==> config.mk <==
export PLATFORM = sky130hd
export DESIGN_NAME = hpm_round
export DESIGN_NICKNAME = d
export VERILOG_FILES = /design/src/design/hpm_pkg.sv /design/src/design/hpm_round.sv
export SDC_FILE = /design/constraint.sdc
export NUM_CORES = 1
export LEC_CHECK = 0
export ABC_AREA = 1
export BUFFER_PORTS_ARGS = -buffer_cell sky130_fd_sc_hd__clkbuf_2
export CORE_MARGIN = 4
export CORE_UTILIZATION = 45
export DETAILED_ROUTE_END_ITERATION = 6
export PLACE_DENSITY = 0.78
export SLEW_MARGIN = 20
export SYNTH_ARGS = -nofsm -noshare
export SYNTH_HDL_FRONTEND = slang
export SYNTH_SLANG_ARGS = --single-unit
==> constraint.sdc <==
create_clock -name vclk -period 5
set_input_delay 0.25 -clock vclk [all_inputs]
set_output_delay 0.25 -clock vclk [all_outputs]
set_load 0.02 [all_outputs]
==> src/design/hpm_pkg.sv <==
// Shared widths, register indexes and reset values of the homography point mapper.
package hpm_pkg;

    // Field widths fixed by the interface.
    localparam int COEF_W  = 32;
    localparam int PT_W    = 16;
    localparam int OUT_W   = 32;
    localparam int PROD_W  = COEF_W + PT_W;
    // Homogeneous sums stay below 2^48 in magnitude for every coefficient pattern.
    localparam int ACC_W   = PROD_W + 2;
    localparam int NUM_REGS = 8;
    localparam int CFG_IDX_W = 3;

    // Default fixed-point formats.
    localparam int COEF_FRAC_BITS_DEF  = 16;
    localparam int COORD_FRAC_BITS_DEF = 4;

    // Register indexes of the configuration port.
    localparam logic [CFG_IDX_W-1:0] REG_M_XX = 3'd0;
    localparam logic [CFG_IDX_W-1:0] REG_M_XY = 3'd1;
    localparam logic [CFG_IDX_W-1:0] REG_M_XT = 3'd2;
    localparam logic [CFG_IDX_W-1:0] REG_M_YX = 3'd3;
    localparam logic [CFG_IDX_W-1:0] REG_M_YY = 3'd4;
    localparam logic [CFG_IDX_W-1:0] REG_M_YT = 3'd5;
    localparam logic [CFG_IDX_W-1:0] REG_M_WX = 3'd6;
    localparam logic [CFG_IDX_W-1:0] REG_M_WY = 3'd7;

    // Reset values: identity transform.
    localparam logic signed [COEF_W-1:0] COEF_ONE  = 32'sd65536;
    localparam logic signed [COEF_W-1:0] COEF_ZERO = 32'sd0;

    // Per-item flags that travel alongside the division pipeline.
    typedef struct packed {
        logic neg_x;
        logic neg_y;
        logic ovf_x;
        logic ovf_y;
        logic clamped;
    } hpm_flags_t;

endpackage

==> src/design/hpm_round.sv <==
// Rounds a quotient magnitude, saturates it and applies the sign.
module hpm_round #(
    parameter int QB = 49
) (
    input  logic [QB-1:0]               q,
    input  logic                        neg,
    input  logic                        ovf,
    output logic [hpm_pkg::OUT_W-1:0]   value,
    output logic                        sat
);
    import hpm_pkg::*;

    logic [QB:0]   q_inc;
    logic [QB-1:0] q_rnd;
    logic [QB-1:0] lim;
    logic [QB-1:0] mag;

    // The extra quotient bit gives round to nearest, ties away from zero.
    always_comb
    begin
        q_inc = {1'b0, q} + {{QB{1'b0}}, 1'b1};
        q_rnd = q_inc[QB:1];
        lim   = neg ? (QB'(1) << (OUT_W - 1)) : ((QB'(1) << (OUT_W - 1)) - QB'(1));
        sat   = ovf || (q_rnd > lim);
        mag   = sat ? lim : q_rnd;
        value = neg ? OUT_W'(~mag + QB'(1)) : mag[OUT_W-1:0];
    end

endmodule

==> reports/results.tsv <==
metric	value	unit
status	finished clean	
vias per inst	5.188	
Worst Hold Class	input port to output port	
placed insts	999	
Final period util	93.51	%
Syn Area/Cell	4.942	um2
PwrDens	60.90	nW/um2
Slew Limit Fails	0	
Detailed Route Iter0 Violations	273	
Starting Density	46.24	%
Hold Slack	1.109	ns
Detail Placement HPWL	11.12	mm
Max Fclk	0.2139	GHz
Critical Path Max Stage Delay	0.30	ns
first-pass GRT wire length	20.93	mm
WP data required	4.75	ns
Worst EP arrival	4.43	ns
synth warn	0	
Area growth syn-to-layout	13.25	%
post-layout min period	4.676	ns
layout cells sized above 1	14.25	%
Slew headroom	64.83	%
pin count of the biggest net entering global routing	40	
Tightest Pin Transition	0.5269	ns
fin util	52.37	%
Startpoint Class	input port	
initial antenna violation count	0	
max_cap viols	0	
final hold violations	0	
nets@finish	978	
worst slack, placed	0.2405	ns
Core ar.	8721	um2
FFs & Latches	0	
clkbuf count	0	
Final setup viols	0	
area share of the largest cell type after synthesis	24.67	%
Mapped Area	4033	um2
syn nets	901	
first-pass detailed-route iteration total	5	
worst-path maximum fanout	14	
most frequent cell after synthesis	nand2_1	
Fin Setup TNS	0	ns
Post-synth top cells	nand2_1, nor2_1, inv_1, nand3_1, ha_1	
Pleak	2.560	nW
Setup CP Type	input port to output port	
Yosys top cell by area	nand2_1	
number of buffers added on ports	84	
part of the Yosys area used for sequential elements	0	%
vias in the first global route	4725	
chip width	102.7	um
Crit-path slowest cell	ha_1	
number of antenna cells inserted	0	
fin cells	999	
ranking of synthesized cells by area	nand2_1, nor2_1, nand3_1	
post-cts hold buffer count	0	
area occupied by registers	0	um2
Max IR drop VDD	0.02251	mV
post-CTS resize count	0	
CP dominant cell by count	nand2_1	
setup repair bufs after CTS	0	
WL final	12.57	mm
Synth cell types	36	
Placer Congestion	0.9848	
Post-DRT Antenna Nets	0	
Die H	102.7	um
FP Rows	34	
Crit. End Element	output port	
Die Footprint	10540	um2
DRC	0	
I/O Pins	84	
Wirelength per Cell	12.58	um
Setup WS post-layout	0.3243	ns
overall fraction of global-route tracks in use	23.84	%
grt total ovfl	0	
Synth Instances	816	
vias after detailed routing	5183	
fill count	1004	
## critical path: cells and delay by family
family,cells,cell delay (ns)
adder cells (fa/ha/maj),3,0.67
buffers and inverters,5,0.48
XOR/XNOR,1,0.15
AND/OR/NAND/NOR,20,2.81
AO/OA/AOI/OAI,1,0.06
## metal layers
layer	track usage, %	part of all wire [%]	vias to the layer above
met3	0.6766	5.5	27
met1	30.53	44	2232
met4	6.660	2.8	0
met5	0	0	-
li1	-	-	2733
met2	43.50	48	191
## cell type report
| cell class | count | area (um2) | share of cell area [%] |
|---|---|---|---|
| Multi-Input combinational cell | 678 | 3497 | 76.58 |
| Timing Repair Buffer | 92 | 480.5 | 10.52 |
| Inverter | 121 | 454.2 | 9.945 |
| Tap cell | 108 | 135.1 | 2.959 |
## per-stage QoR
stage               area (um2)  power (mW)
global placement          4542      0.2718
global route              4567      0.3169
detailed placement        4542      0.2750
finish                    4567      0.2781
floorplan                 4033      0.1861
CTS                       4542      0.2759
## worst paths after layout
path / startpoint / end / slack, ns / cells past startpoint
worst max-delay path: q[0] / value[10] / 0.32 / 30
worst min-delay path: q[6] / value[5] / 1.11 / 6
## kinds of logic after synthesis
family	after synthesis	synth area share (%)
AOI/OAI and AO/OA	48	6.175
xor gates and xnor gates	34	7.385
adders and majority gates	34	10.55
buffers and inverters	138	13.90
muxes	1	0.2792
and+or+nand+nor	561	61.71
## cells in the final DEF (no fill, tap or decap)
cell type,n
a21oi_1,14
nand3b_1,14
a31oi_1,1
o21ai_0,22
nand2_2,5
ha_1,34
or3_1,1
inv_2,3
nor2_1,126
and2_1,2
nand3_2,3
nor3_1,5
nand2_4,4
xnor2_1,13
and3_1,1
nor3_2,1
mux2_2,1
nand4_1,20
xor2_2,1
o21a_1,2
nand3_1,94
nor2_4,6
nor2_8,1
clkbuf_2,84
o21ai_1,8
buf_4,8
inv_1,118
nand2_1,265
a21boi_0,1
nor3b_1,2
nor4_1,1
nor2_2,9
or2_2,1
xor2_1,20
## power breakdown
group,internal [mW],switching [mW],leakage [nW]
clock network,0,0,0
registers,0,0,0
logic,0.0961,0.182,2.56
(Power assumes the default switching activity.)
