[config.mk]
export PLATFORM = sky130hd
export DESIGN_NAME = hpm_div_step
export DESIGN_NICKNAME = d
export VERILOG_FILES = /design/src/design/hpm_pkg.sv /design/src/design/hpm_div_step.sv
export SDC_FILE = /design/constraint.sdc
export NUM_CORES = 1
export LEC_CHECK = 0
export ABC_AREA = 1
export BUFFER_PORTS_ARGS = -buffer_cell sky130_fd_sc_hd__buf_2
export CAP_MARGIN = 30
export CORE_ASPECT_RATIO = 1.1
export CORE_MARGIN = 10
export CORE_UTILIZATION = 35
export CTS_CLUSTER_SIZE = 12
export DETAILED_ROUTE_END_ITERATION = 10
export PLACE_DENSITY = 0.66
export SLEW_MARGIN = 20
export SYNTH_ARGS = -nofsm -noshare
export SYNTH_HDL_FRONTEND = slang
export SYNTH_SLANG_ARGS = --single-unit
[constraint.sdc]
create_clock -name clk -period 1.9 [get_ports clk]
set_clock_uncertainty 0.15 [all_clocks]
set_input_delay 0.095 -clock clk [delete_from_list [all_inputs] [get_ports clk]]
set_output_delay 0.095 -clock clk [all_outputs]
set_load 0.02 [all_outputs]
[src/design/hpm_pkg.sv]
// Shared widths, register indexes and reset values of the homography point mapper.
package hpm_pkg;

    // Field widths fixed by the interface.
    localparam int COEF_W  = 32;
    localparam int PT_W    = 16;
    localparam int OUT_W   = 32;
    localparam int PROD_W  = COEF_W + PT_W;
    // Homogeneous sums stay below 2^48 in magnitude for every coefficient pattern.
    localparam int ACC_W   = PROD_W + 2;
    localparam int NUM_REGS = 8;
    localparam int CFG_IDX_W = 3;

    // Default fixed-point formats.
    localparam int COEF_FRAC_BITS_DEF  = 16;
    localparam int COORD_FRAC_BITS_DEF = 4;

    // Register indexes of the configuration port.
    localparam logic [CFG_IDX_W-1:0] REG_M_XX = 3'd0;
    localparam logic [CFG_IDX_W-1:0] REG_M_XY = 3'd1;
    localparam logic [CFG_IDX_W-1:0] REG_M_XT = 3'd2;
    localparam logic [CFG_IDX_W-1:0] REG_M_YX = 3'd3;
    localparam logic [CFG_IDX_W-1:0] REG_M_YY = 3'd4;
    localparam logic [CFG_IDX_W-1:0] REG_M_YT = 3'd5;
    localparam logic [CFG_IDX_W-1:0] REG_M_WX = 3'd6;
    localparam logic [CFG_IDX_W-1:0] REG_M_WY = 3'd7;

    // Reset values: identity transform.
    localparam logic signed [COEF_W-1:0] COEF_ONE  = 32'sd65536;
    localparam logic signed [COEF_W-1:0] COEF_ZERO = 32'sd0;

    // Per-item flags that travel alongside the division pipeline.
    typedef struct packed {
        logic neg_x;
        logic neg_y;
        logic ovf_x;
        logic ovf_y;
        logic clamped;
    } hpm_flags_t;

endpackage

[src/design/hpm_div_step.sv]
// One registered restoring-division step: produces one quotient bit.
module hpm_div_step #(
    parameter int QB = 49
) (
    input  logic                        clk,
    input  logic                        en,
    input  logic [hpm_pkg::ACC_W-1:0]   r_in,
    input  logic [31:0]                 num_in,
    input  logic [QB-1:0]               q_in,
    input  logic [hpm_pkg::ACC_W-1:0]   d,
    output logic [hpm_pkg::ACC_W-1:0]   r_out,
    output logic [31:0]                 num_out,
    output logic [QB-1:0]               q_out
);
    import hpm_pkg::*;

    logic [ACC_W:0]   trial;
    logic             take;
    logic [ACC_W-1:0] r_next;
    logic [ACC_W-1:0] r_reg;
    logic [31:0]      num_reg;
    logic [QB-1:0]    q_reg;

    // Bring down the next numerator bit and try a subtraction.
    always_comb
    begin
        trial = {r_in, num_in[31]};
        take  = (trial >= {1'b0, d});
        if (take)
        begin
            r_next = ACC_W'(trial - {1'b0, d});
        end
        else
        begin
            r_next = trial[ACC_W-1:0];
        end
    end

    // Payload registers; they hold while the pipeline is stalled.
    always_ff @(posedge clk)
    begin
        if (en)
        begin
            r_reg   <= r_next;
            num_reg <= {num_in[30:0], 1'b0};
            q_reg   <= {q_in[QB-2:0], take};
        end
    end

    assign r_out   = r_reg;
    assign num_out = num_reg;
    assign q_out   = q_reg;

endmodule

==> metrics.txt <==
# TYPE chip_impl_metric gauge
chip_impl_info{name="status",value="finished clean"} 1
chip_impl_metric{name="overflow",unit=""} 0
chip_impl_metric{name="clockBufferDepth",unit=""} 2
chip_impl_info{name="path_cells",value="buf_2 > inv_2 > ha_2 > inv_2 > fa_2 > nand2_2 > nand3_2 > and2_1 > nand3b_1 > nand3b_1 > nand2_1 > nand3b_1 > nand3_1 > nand2_1"} 1
chip_impl_info{name="netlist.top_cell.by_area",value="edfxtp_1"} 1
chip_impl_metric{name="drt.antenna.violating_nets",unit=""} 0
chip_impl_metric{name="min_path_cells",unit=""} 4
chip_impl_metric{name="static-leakage-power",unit="uW"} 0.00798
chip_impl_metric{name="io_buffers",unit=""} 311
chip_impl_metric{name="die-height",unit="um"} 191
chip_impl_info{name="netlist_top_cells_count",value="454 x nand2_1, 279 x inv_1, 130 x edfxtp_1, 87 x nor2_1, 50 x ha_1"} 1
chip_impl_metric{name="synth.yosys.warnings",unit=""} 0
chip_impl_metric{name="cts.sink_count",unit=""} 130
chip_impl_metric{name="report.final.hold_viol_count",unit=""} 0
chip_impl_metric{name="cell_pwr_density",unit="nW/um^2"} 697
chip_impl_metric{name="layout_setup_ws",unit="ps"} 21.2
chip_impl_metric{name="vias_per_cell",unit=""} 4.58
chip_impl_metric{name="drt_iter0_drc",unit=""} 637
chip_impl_metric{name="setup_tns",unit="ps"} 0
chip_impl_metric{name="worst_path_largest_cell_delay",unit="ps"} 410
chip_impl_metric{name="floorplan.die_area",unit="sq um"} 33500
chip_impl_info{name="ys.flop_type",value="edfxtp_1"} 1
chip_impl_metric{name="post-place-ws",unit="ps"} -517
chip_impl_metric{name="placed_cells_incl_taps",unit=""} 2079
chip_impl_metric{name="post-route-drc-count",unit=""} 0
chip_impl_metric{name="required_time_of_the_critical_path",unit="ps"} 1930
chip_impl_metric{name="timing.critical_path.fanout_max",unit=""} 2
chip_impl_metric{name="max_cap_violations",unit=""} 0
chip_impl_metric{name="minimum_clock_period",unit="ps"} 1880
chip_impl_metric{name="synth_enable_flop_cells",unit=""} 130
chip_impl_metric{name="finalSetupViolCount",unit=""} 0
chip_impl_metric{name="drt-total-wl",unit="um"} 39100
chip_impl_metric{name="synth_top_area_share",unit=""} 0.420
chip_impl_metric{name="top_level_ports",unit=""} 314
chip_impl_metric{name="synth-async-reset-ratio",unit=""} 0
chip_impl_metric{name="fill_cells",unit=""} 2306
chip_impl_info{name="cts.root.buffer_cell",value="clkbuf_16"} 1
chip_impl_metric{name="synth.lib_cells_used.distinct",unit=""} 37
chip_impl_info{name="cts_tree",value="done"} 1
chip_impl_metric{name="grt_max_degree",unit=""} 46
chip_impl_metric{name="number_of_global_route_vias_before_repair",unit=""} 10463
chip_impl_metric{name="synth_seq_cells",unit=""} 130
chip_impl_metric{name="final_net_count",unit=""} 2125
chip_impl_metric{name="gr-usage-all-layers",unit=""} 0.217
chip_impl_metric{name="dr_total_vias",unit=""} 10331
chip_impl_info{name="launching_element_type_of_the_critical_path",value="primary input"} 1
chip_impl_metric{name="floorplan.initialDensity",unit=""} 0.355
chip_impl_info{name="rsz_0062_raised_after_global_routing",value="yes"} 1
chip_impl_metric{name="rows",unit=""} 62
chip_impl_metric{name="post-route-util",unit=""} 0.595
chip_impl_metric{name="finalCritPeriodShare",unit=""} 0.989
chip_impl_metric{name="maxClockFrequency",unit="MHz"} 532
chip_impl_metric{name="die_span_x",unit="um"} 175
chip_impl_metric{name="h-tree-depth",unit=""} 4
chip_impl_metric{name="grt_first_pass_wirelength",unit="um"} 56600
chip_impl_info{name="worst_path_most_repeated_cell",value="nand3b_1"} 1
chip_impl_metric{name="detailedPlacementHpwl",unit="um"} 30100
chip_impl_metric{name="tritoncts.num_buffers",unit=""} 17
chip_impl_info{name="min_path_type",value="in2reg"} 1
chip_impl_info{name="timing_worst_setup_path_type",value="in2reg"} 1
chip_impl_metric{name="syn-cell-area",unit="sq um"} 9290
chip_impl_metric{name="instances_no_fill",unit=""} 2257
chip_impl_metric{name="number_of_antenna_violations_at_the_first_check_in_global_routing",unit=""} 3
chip_impl_metric{name="critical_path_arrival",unit="ps"} 1900
chip_impl_metric{name="maxSlewViolCount",unit=""} 0
chip_impl_metric{name="finalHoldWorstSlack",unit="ps"} 9.68
chip_impl_info{name="worst_path_max_delay_cell",value="fa_2"} 1
chip_impl_metric{name="yosysSeqAreaShare",unit=""} 0.420
chip_impl_metric{name="routedWlPerCell",unit="um"} 17.3
chip_impl_info{name="critical_path.endpoint_type",value="flop"} 1
chip_impl_metric{name="drtPass1Iterations",unit=""} 5
chip_impl_metric{name="drive_gt1_frac",unit=""} 0.378
chip_impl_info{name="synth.most_common_cell",value="nand2_1"} 1
chip_impl_metric{name="routabilityCongestion",unit=""} 0.913
chip_impl_metric{name="syn2layout_area_growth",unit="%"} 67.4
chip_impl_metric{name="core_area",unit="sq um"} 26100
chip_impl_metric{name="vdd.ir_drop.worst",unit="mV"} 0.448
chip_impl_metric{name="syn-instance-count",unit=""} 1263
chip_impl_metric{name="postSynthNetCount",unit=""} 1497
chip_impl_info{name="synth_area_leaders",value="edfxtp_1 42%, nand2_1 18%, inv_1 11%"} 1
chip_impl_metric{name="synthesis.area_per_instance",unit="sq um"} 7.35
chip_impl_metric{name="clk_transition_reported_paths",unit="ps"} 70
report_power, final:
group          switching (uW)  internal [uW]  leakage [uW]
logic                    2120           1640       0.00643
clock network            1460           1970      0.000283
registers                95.5           3540       0.00127
logic make-up (layout without fill, tap and decap cells):
| kind of cell | count (synthesis) | after routing | synth area share |
|---|---|---|---|
| AOI/OAI and AO/OA | 62 | 62 | 0.0362 |
| xor gates and xnor gates | 29 | 29 | 0.0274 |
| adders and majority gates | 51 | 51 | 0.0695 |
| buffers and inverters | 312 | 953 | 0.132 |
| DFF | 130 | 130 | 0.420 |
| other | 1 | 2 | 0.000404 |
| and+or+nand+nor | 678 | 678 | 0.314 |
layer usage:
layer | vias to the layer above | GRT usage | routed length (um)
met5 | - | 0 | 27
met1 | 4753 | 0.246 | 15500
li1 | 5171 | - | -
met3 | 47 | 0.0527 | 2870
met2 | 356 | 0.395 | 19900
met4 | 4 | 0.0646 | 725
stage by stage:
stage / power (uW) / instance area, sq um
floorplan: 5500 / 9870
global route: 11300 / 15500
detailed placement: 6980 / 13100
CTS: 10600 / 15000
finish: 10800 / 15500
global placement: 6960 / 13100
worst paths after layout:
check	endpoint	slack, ps	startpoint
max	r_out[36]	20	num_in[31]
min	r_out[42]	10	r_in[41]
what timing repair did:
item / CTS / global route
hold buffers: 127 / 0
setup endpoints to repair: 4 / 49
pin swaps: 0 / 21
endpoints found under the hold margin: 137 / 0
gates resized for setup: 4 / 93
gates cloned: 0 / 5
setup buffers: 0 / 14
state kept, by name (all words and copies together) (netlist names):
name	cells
num_out	31
r_out	50
q_out	49
placed cells by master (no fill, tap or decap), types with 8 or more instances in the layout:
cell type,Yosys,routed
nand2_1,454,403
buf_2,4,309
inv_1,279,265
buf_4,1,173
edfxtp_1,130,130
dlygate4sd3_1,0,127
nor2_1,87,70
nand2_2,5,45
ha_4,0,43
nand3_1,47,36
nand4_1,33,33
inv_2,17,30
xor2_1,29,29
o21ai_0,24,23
a21oi_1,26,22
clkbuf_16,0,21
nand3_2,8,19
nor2_2,9,17
nand3b_1,15,15
nor2_4,3,12
nand2_4,0,11
buf_12,1,8
critical path, delay by kind of cell:
family | cells | cell delay [ps]
fa+ha+maj | 2 | 570
buf+inv | 3 | 200
simple gates | 9 | 1050
layout make-up:
cell class / instances / area [sq um] / area share
multi-input combinational: 821 / 5070 / 0.326
timing repair buffer: 624 / 4410 / 0.284
sequential: 130 / 3900 / 0.251
inverter: 297 / 1130 / 0.0725
tap: 352 / 440 / 0.0283
clock buffer: 17 / 425 / 0.0274
clock inverter: 15 / 170 / 0.0109
antenna: 1 / 2.50 / 0.000161
Note: power is estimated with default switching activity, not from simulation.
